### config.mk
export PLATFORM = sky130hd
export DESIGN_NAME = jpeg_baseline_marker_checker_core
export DESIGN_NICKNAME = d
export VERILOG_FILES = /design/src/hdl/jbmc_pkg.sv /design/src/hdl/jbmc_step.sv /design/src/hdl/jpeg_baseline_marker_checker_core.sv
export SDC_FILE = /design/constraint.sdc
export NUM_CORES = 1
export LEC_CHECK = 0
export BUFFER_PORTS_ARGS = -buffer_cell sky130_fd_sc_hd__clkbuf_2
export CORE_UTILIZATION = 64
export DETAILED_ROUTE_END_ITERATION = 10
export MAX_ROUTING_LAYER = met4
export PLACE_DENSITY = 0.93
export SYNTH_ARGS = -nofsm -noshare
export SYNTH_HDL_FRONTEND = slang
export SYNTH_SLANG_ARGS = --single-unit
### constraint.sdc
create_clock -name clk -period 6.7 [get_ports clk]
set_input_delay 1.675 -clock clk [delete_from_list [all_inputs] [get_ports clk]]
set_output_delay 1.675 -clock clk [all_outputs]
set_load 0.02 [all_outputs]
### src/hdl/jbmc_pkg.sv
// Shared types and constants for the baseline JPEG marker checker.
// No dependencies; imported by jbmc_step, jpeg_baseline_marker_checker_core and the testbench.
package jbmc_pkg;

  // Largest declared image size that is still parsed.
  localparam int unsigned MAX_IMAGE_BYTES = 32768;
  localparam logic [16:0] MAX_LEN         = 17'(MAX_IMAGE_BYTES);
  localparam logic [15:0] MIN_LEN         = 16'd4;
  // A marker must start at least this many bytes before the end.
  localparam logic [17:0] MARKER_GAP      = 18'd4;
  localparam logic [17:0] LEN_FIELD_ROOM  = 18'd3;
  localparam logic [15:0] MIN_SEG_LEN     = 16'd2;
  localparam logic [15:0] MIN_SOF0_LEN    = 16'd8;

  // Marker codes
  localparam logic [7:0] MK_FILL = 8'hff;
  localparam logic [7:0] MK_SOI  = 8'hd8;
  localparam logic [7:0] MK_EOI  = 8'hd9;
  localparam logic [7:0] MK_SOS  = 8'hda;
  localparam logic [7:0] MK_SOF0 = 8'hc0;
  localparam logic [7:0] MK_SOF1 = 8'hc1;
  localparam logic [7:0] MK_SOFF = 8'hcf;
  localparam logic [7:0] MK_DHT  = 8'hc4;
  localparam logic [7:0] MK_JPG  = 8'hc8;
  localparam logic [7:0] MK_DAC  = 8'hcc;

  localparam logic [7:0] PRECISION_8 = 8'h08;

  typedef enum logic [2:0] {
    PH_IDLE,
    PH_EXPECT_D8,
    PH_MARK_START,
    PH_FILL,
    PH_LEN_HI,
    PH_LEN_LO,
    PH_PRECISION,
    PH_SKIP
  } phase_t;

  typedef struct packed {
    phase_t      phase;
    logic [15:0] byte_position;
    logic [15:0] image_length;
    logic [7:0]  seg_len_hi;
    logic [16:0] segment_end;
    logic        frame_marker_seen;
  } jbmc_state_t;

  typedef struct packed {
    logic emit;
    logic ok;
  } jbmc_verdict_t;

endpackage

### src/hdl/jbmc_step.sv
// Parse step: next parser state and verdict for one image byte.
// Depends on jbmc_pkg.
module jbmc_step (
  input  jbmc_pkg::jbmc_state_t   st,
  input  logic                    start_req,
  input  logic [15:0]             total_length,
  input  logic [7:0]              data_byte,
  output jbmc_pkg::jbmc_state_t   st_nxt,
  output jbmc_pkg::jbmc_verdict_t verdict
);
  import jbmc_pkg::*;

  logic [17:0] pos18, len18, pos_p1, seg_end18;
  logic [15:0] seg16;
  logic        near_end_pos, near_end_old, near_end_new;
  logic        fill_at_end, no_room_len, seg_too_long, skip_done;
  logic        sof_bad, start_bad, seg_short, sof0_short, seg_empty;

  assign pos18     = {2'b00, st.byte_position};
  assign len18     = {2'b00, st.image_length};
  assign pos_p1    = pos18 + 18'd1;
  assign seg16     = {st.seg_len_hi, data_byte};
  // Segment length counts from the high length byte, one before the low length byte
  assign seg_end18 = pos18 - 18'd1 + {2'b00, seg16};

  assign near_end_pos = (pos_p1 + MARKER_GAP) > len18;
  assign near_end_old = ({1'b0, st.segment_end} + MARKER_GAP) > len18;
  assign near_end_new = (seg_end18 + MARKER_GAP) > len18;
  assign fill_at_end  = pos_p1 >= len18;
  assign no_room_len  = (pos18 + LEN_FIELD_ROOM) > len18;
  assign seg_too_long = seg_end18 > len18;
  assign skip_done    = pos_p1 >= {1'b0, st.segment_end};
  assign seg_short    = seg16 < MIN_SEG_LEN;
  assign sof0_short   = seg16 < MIN_SOF0_LEN;
  assign seg_empty    = seg16 == MIN_SEG_LEN;

  // SOF1..SOF15 reject, DHT/JPG/DAC share that range but are fine
  assign sof_bad = (data_byte >= MK_SOF1) && (data_byte <= MK_SOFF) &&
                   (data_byte != MK_DHT) && (data_byte != MK_JPG) &&
                   (data_byte != MK_DAC);

  assign start_bad = (total_length < MIN_LEN) || ({1'b0, total_length} > MAX_LEN) ||
                     (data_byte != MK_FILL);

  // Next state
  always_comb begin
    st_nxt = st;
    if (start_req) begin
      st_nxt.image_length      = total_length;
      st_nxt.byte_position     = 16'd1;
      st_nxt.seg_len_hi        = 8'd0;
      st_nxt.segment_end       = 17'd0;
      st_nxt.frame_marker_seen = 1'b0;
      st_nxt.phase             = start_bad ? PH_IDLE : PH_EXPECT_D8;
    end else if (st.phase != PH_IDLE) begin
      st_nxt.byte_position = pos_p1[15:0];
      unique case (st.phase)
        PH_IDLE: begin
          st_nxt.phase = PH_IDLE;
        end
        PH_EXPECT_D8: begin
          st_nxt.phase = ((data_byte != MK_SOI) || near_end_pos) ? PH_IDLE : PH_MARK_START;
        end
        PH_MARK_START: begin
          st_nxt.phase = (data_byte != MK_FILL) ? PH_IDLE : PH_FILL;
        end
        PH_FILL: begin
          priority if (data_byte == MK_FILL) begin
            if (fill_at_end) begin
              st_nxt.phase = PH_IDLE;
            end
          end else if (data_byte == MK_SOS) begin
            st_nxt.phase = PH_IDLE;
          end else if ((data_byte == MK_SOI) || (data_byte == MK_EOI)) begin
            st_nxt.phase = near_end_pos ? PH_IDLE : PH_MARK_START;
          end else if (sof_bad || no_room_len) begin
            st_nxt.phase = PH_IDLE;
          end else begin
            st_nxt.frame_marker_seen = (data_byte == MK_SOF0);
            st_nxt.phase             = PH_LEN_HI;
          end
        end
        PH_LEN_HI: begin
          st_nxt.seg_len_hi = data_byte;
          st_nxt.phase      = PH_LEN_LO;
        end
        PH_LEN_LO: begin
          if (seg_short || seg_too_long) begin
            st_nxt.phase = PH_IDLE;
          end else begin
            st_nxt.segment_end = seg_end18[16:0];
            priority if (st.frame_marker_seen) begin
              st_nxt.phase = sof0_short ? PH_IDLE : PH_PRECISION;
            end else if (seg_empty) begin
              st_nxt.phase = near_end_new ? PH_IDLE : PH_MARK_START;
            end else begin
              st_nxt.phase = PH_SKIP;
            end
          end
        end
        PH_PRECISION: begin
          st_nxt.phase = PH_IDLE;
        end
        PH_SKIP: begin
          if (skip_done) begin
            st_nxt.phase = near_end_old ? PH_IDLE : PH_MARK_START;
          end
        end
        default: begin
          st_nxt.phase = PH_IDLE;
        end
      endcase
    end
  end

  // Outputs: a verdict is due whenever a live parse drops back to idle
  always_comb begin
    verdict.emit = (start_req || (st.phase != PH_IDLE)) && (st_nxt.phase == PH_IDLE);
    verdict.ok   = !start_req && (st.phase == PH_PRECISION) && (data_byte == PRECISION_8);
  end

endmodule

### src/hdl/jpeg_baseline_marker_checker_core.sv
// Baseline JPEG marker checker, top level: input register, parse step, verdict register.
// Depends on jbmc_pkg and jbmc_step.
//
//  channel | ports                                              | direction
//  --------+----------------------------------------------------+----------
//  in      | in_valid, in_stall, in_start_req, in_total_length, | into core
//          | in_data_byte                                       |
//  out     | out_valid, out_stall, out_baseline_ok              | out of core
//
// One byte per cycle sustained while a stalled verdict does not hold the parse step.
// A byte is held in the input register; the parse step then updates the state and,
// when the image is settled, loads the verdict register, which drives out_valid.
// rst_n (synchronous, active low) idles the parser and empties both registers.
// A stalled verdict in the output register freezes the parse step for any byte;
// one more byte is still taken into the input register if that was empty.
module jpeg_baseline_marker_checker_core (
  input  logic        clk,
  input  logic        rst_n,
  input  logic        in_valid,
  output logic        in_stall,
  input  logic        in_start_req,
  input  logic [15:0] in_total_length,
  input  logic [7:0]  in_data_byte,
  output logic        out_valid,
  input  logic        out_stall,
  output logic        out_baseline_ok
);
  import jbmc_pkg::*;

  // Input register
  logic        in_vld_r;
  logic        in_start_r;
  logic [15:0] in_len_r;
  logic [7:0]  in_byte_r;

  // Parser state and verdict register
  jbmc_state_t   st_r, st_nxt;
  jbmc_verdict_t verdict;
  logic          out_vld_r, out_vld_nxt;
  logic          out_ok_r;
  logic          adv;

  jbmc_step u_step (
    .st           (st_r),
    .start_req    (in_start_r),
    .total_length (in_len_r),
    .data_byte    (in_byte_r),
    .st_nxt       (st_nxt),
    .verdict      (verdict)
  );

  // The registered byte moves on when the verdict register is free or draining.
  assign adv         = in_vld_r && (!out_vld_r || !out_stall);
  assign in_stall    = in_vld_r && !adv;
  assign out_vld_nxt = (adv && verdict.emit) || (out_vld_r && out_stall);

  always_ff @(posedge clk) begin
    if (!rst_n) begin
      in_vld_r <= 1'b0;
    end else if (!in_stall) begin
      in_vld_r <= in_valid;
    end
  end

  always_ff @(posedge clk) begin
    if (!in_stall && in_valid) begin
      in_start_r <= in_start_req;
      in_len_r   <= in_total_length;
      in_byte_r  <= in_data_byte;
    end
  end

  always_ff @(posedge clk) begin
    if (!rst_n) begin
      st_r.phase             <= PH_IDLE;
      st_r.byte_position     <= 16'd0;
      st_r.image_length      <= 16'd0;
      st_r.seg_len_hi        <= 8'd0;
      st_r.segment_end       <= 17'd0;
      st_r.frame_marker_seen <= 1'b0;
    end else if (adv) begin
      st_r <= st_nxt;
    end
  end

  always_ff @(posedge clk) begin
    if (!rst_n) begin
      out_vld_r <= 1'b0;
    end else begin
      out_vld_r <= out_vld_nxt;
    end
  end

  always_ff @(posedge clk) begin
    if (adv && verdict.emit) begin
      out_ok_r <= verdict.ok;
    end
  end

  assign out_valid       = out_vld_r;
  assign out_baseline_ok = out_ok_r;

`ifndef SYNTHESIS
  // A verdict always leaves the parser idle and lands in the output register.
  a_verdict_idles: assert property (@(posedge clk) disable iff (!rst_n)
    (adv && verdict.emit) |=> (st_r.phase == PH_IDLE) && out_vld_r)
    else $error("verdict did not idle the parser or load the output");

  // A passing verdict only comes from the precision byte of SOF0.
  a_pass_source: assert property (@(posedge clk) disable iff (!rst_n)
    (adv && verdict.emit && verdict.ok) |-> (st_r.phase == PH_PRECISION) && !in_start_r)
    else $error("pass verdict outside precision check");

  // A live parse never runs past the declared image length.
  a_within_image: assert property (@(posedge clk) disable iff (!rst_n)
    (st_r.phase != PH_IDLE) |-> (st_r.byte_position <= st_r.image_length))
    else $error("parse ran past image end");
`endif

endmodule

==> flow_metrics.tcl <==
set metrics [dict create \
    clock_sinks 89 \
    dieHeight_um 117 \
    max_slew_margin 0.202 \
    crit_path_end_kind "flip-flop" \
    synth_cell_types 84 \
    dp_hpwl_mm 18.9 \
    grtUsageTotal 0.395 \
    die-area_um2 13700 \
    yosysTopAreaCellShare 0.195 \
    port_buffers 31 \
    synthCells 1032 \
    syn_to_final_growth_pct 6.09 \
    finalWorstSetupSlack_ns 0.695 \
    final.setup_skew_ns 0.00884 \
    grt_max_degree 62 \
    synth-edff-count 26 \
    synth_seq_cells 89 \
    p_per_area_nw_per_um2 173 \
    synth_fp_nets 1194 \
    status "completed" \
    dpl-instance-area_um2 8700 \
    htreeDepth 3 \
    critPathKind "flip-flop to flip-flop" \
    postCtsSetupBuffers 0 \
    cp_max_fo 16 \
    r2r-start "st_r[44]" \
    crit_path_start_kind "flip-flop" \
    layout_worst_path_cycle_share 0.896 \
    setup_viol 0 \
    grt_overflow_total 0 \
    drv_slew 0 \
    worst-endpoint-required_ns 6.99 \
    grt_pass1_vias 7854 \
    rr_worst_depth 19 \
    ys_seq_area_frac 0.241 \
    synth_area_um2 8490 \
    pre_cts_slack_ns 0.879 \
    drc 0 \
    wl_per_cell_um 20.5 \
    power_leakage_nw 3.68 \
    critPathArrivalTime_ns 6.29 \
    start_util 0.664 \
    dieWidth_um 117 \
    postCtsResizedCells 0 \
    clock_latency_ns 0.36 \
    antenna_left 0 \
    cts_buffers 9 \
    finalHoldViolations 0 \
    reg2reg_slack_ns 0.69 \
    cap_violations 0 \
    final_area_um2 9000 \
    vias 8250 \
    core_um2 12800 \
    fmax_mhz 167 \
    cts-root-buf "clkbuf_16" \
    post-place-cells 1198 \
    min_from "st_r[28]" \
    cts_tree "done" \
    nets 1199 \
    r2r-end "st_r[4]" \
    stdcell_count 1215 \
    ioPinCount 32 \
    first_pass_iters 6 \
    synth_area_per_cell_um2 8.22 \
    synth_xor_area_frac 0.0966 \
    min_path_cells 2 \
    grt_pass1_wl_mm 39.6 \
    rsz0062_at_grt "no" \
    cts_hold_buf 0 \
    yosys_most_used_dff "dfxtp_1" \
    synth_area_leader_cell "ha_1" \
    drt_iter0_drc 1119 \
    tns_ns 0 \
    synthTopCellsByArea "ha_1 (19%), dfxtp_1 (15%), edfxtp_1 (9.2%), xnor2_1 (5.1%), nor2_1 (4.6%)" \
    clk_path_buf_depth 2 \
    vias_per_cell 6.79 \
    yosys_warnings 0 \
    yosys.cell_count.top_type "ha_1" \
    hold_class "flip-flop to flip-flop" \
    clk_pin_slew_ns 0.08 \
    synth_async_sr_flop_share 0 \
    num_rows 41 \
    whs_ns 0.460 \
    place.gp.congestion 1.06 \
    synth.area.mux_share 0.00118 \
    yosys.area_share.adder 0.197 \
    drive_above_1_share 0.0854 \
    wirelength_mm 24.9 \
    antenna_found_initial 1 \
    synth_top_family_by_area "simple AND/OR/NAND/NOR gates" \
    hold_end "st_r[28]" \
    synth_common_cells "ha_1 (132), nor2_1 (104), nand2_1 (97)" \
    worst_slew_pin_slew_ns 1.19 \
    vdd_drop_max_v 0.000198 \
    fin_crit_ns 6.01 \
    synthSimpleGateAreaFrac 0.236 \
    synth_compound_area_frac 0.177 \
]
cell families (layout without fill, tap and decap cells):
logic type / Yosys count / after routing
AO/OA/AOI/OAI: 225 / 225
XOR/XNOR: 88 / 88
adder cells (fa/ha/maj): 133 / 133
buffers and inverters: 106 / 116
flip-flops: 89 / 89
multiplexers: 1 / 1
other: 0 / 1
AND/OR/NAND/NOR: 390 / 390
where the power goes:
part           leakage (nW)  switching (mW)  internal, mW  total, mW
Combinational          2.78           0.284         0.180      0.464
Clock                 0.143           0.249         0.263      0.511
Sequential            0.762          0.0144         0.569      0.583
layer usage:
layer	part of all wire	vias to the layer above	routed length (um)	track usage
met3	0.12	143	2880	0.0865
met5	0	-	0	-
met2	0.44	552	11000	0.608
li1	-	3769	-	-
met1	0.38	3786	9520	0.477
met4	0.062	0	1530	0.229
through the flow:
| stage | util | power [mW] |
|---|---|---|
| floorplan | - | 0.925 |
| global placement | 0.681 | 1.02 |
| detailed placement | 0.681 | 1.04 |
| CTS | 0.705 | 1.55 |
| global route | 0.705 | 1.63 |
| finish | 0.705 | 1.56 |
critical path, cell delays in order, from the launching register on:
cell and delay (ns):
dfxtp_1 0.50, nor4_4 0.40, nor3b_1 0.53, nand2_1 0.15, xnor2_1 0.15, ha_1 0.43, nand4_1 0.20, a2111oi_4 0.40
nor4_1 0.14, nor3b_4 0.26, ha_1 0.29, a21o_1 0.18, a211oi_1 0.23, nor2_1 0.08, a2111o_1 0.38, a221oi_1 0.33
a21boi_2 0.36, and2_1 0.61, a22oi_1 0.16, nor2_1 0.14
state kept, by name, indices dropped and copies added (netlist names):
register / count
in_start_r: 1
in_byte_r: 8
st_r: 61
out_valid: 1
in_len_r: 16
in_vld_r: 1
out_baseline_ok: 1
final cells by class:
| cell class | count | area (um^2) |
|---|---|---|
| multi-input cells | 837 | 6010 |
| fillers | 920 | 3770 |
| flip-flops and latches | 89 | 2040 |
| inverters | 64 | 240 |
| clock buffers | 9 | 225 |
| well taps | 172 | 215 |
| repair buffers | 36 | 193 |
| clock inverters | 7 | 72.6 |
| diodes | 1 | 2.50 |
how the worst max path moves through the flow:
stage	from	to	slack, ns	cells past startpoint
detailed placement	st_r[44]	st_r[4]	0.88	20
floorplan	st_r[46]	out_baseline_ok	1.77	21
finish	st_r[44]	st_r[4]	0.69	19
CTS	st_r[44]	st_r[4]	0.84	20
global route	st_r[44]	st_r[4]	0.29	18
global placement	st_r[44]	st_r[12]	1.09	19
cell usage in the layout (no fill, tap or decap), types with 7 or more instances in the layout:
master     instances
a21oi_1           65
nor4_1            13
xnor2_1           49
clkbuf_2          31
ha_1             132
nor3_1            31
a211oi_1          11
nand3_1           32
nand2b_1           7
a31oi_1            7
o21ai_0           36
xor2_1            34
and2_1             8
nor2_1           104
and3_1            12
a21o_1             7
edfxtp_1          26
inv_1             61
dfxtp_1           63
clkbuf_16          9
a22oi_1           39
nand2_1           97
nand4_1           39
Note: power is estimated with default switching activity, not from simulation.
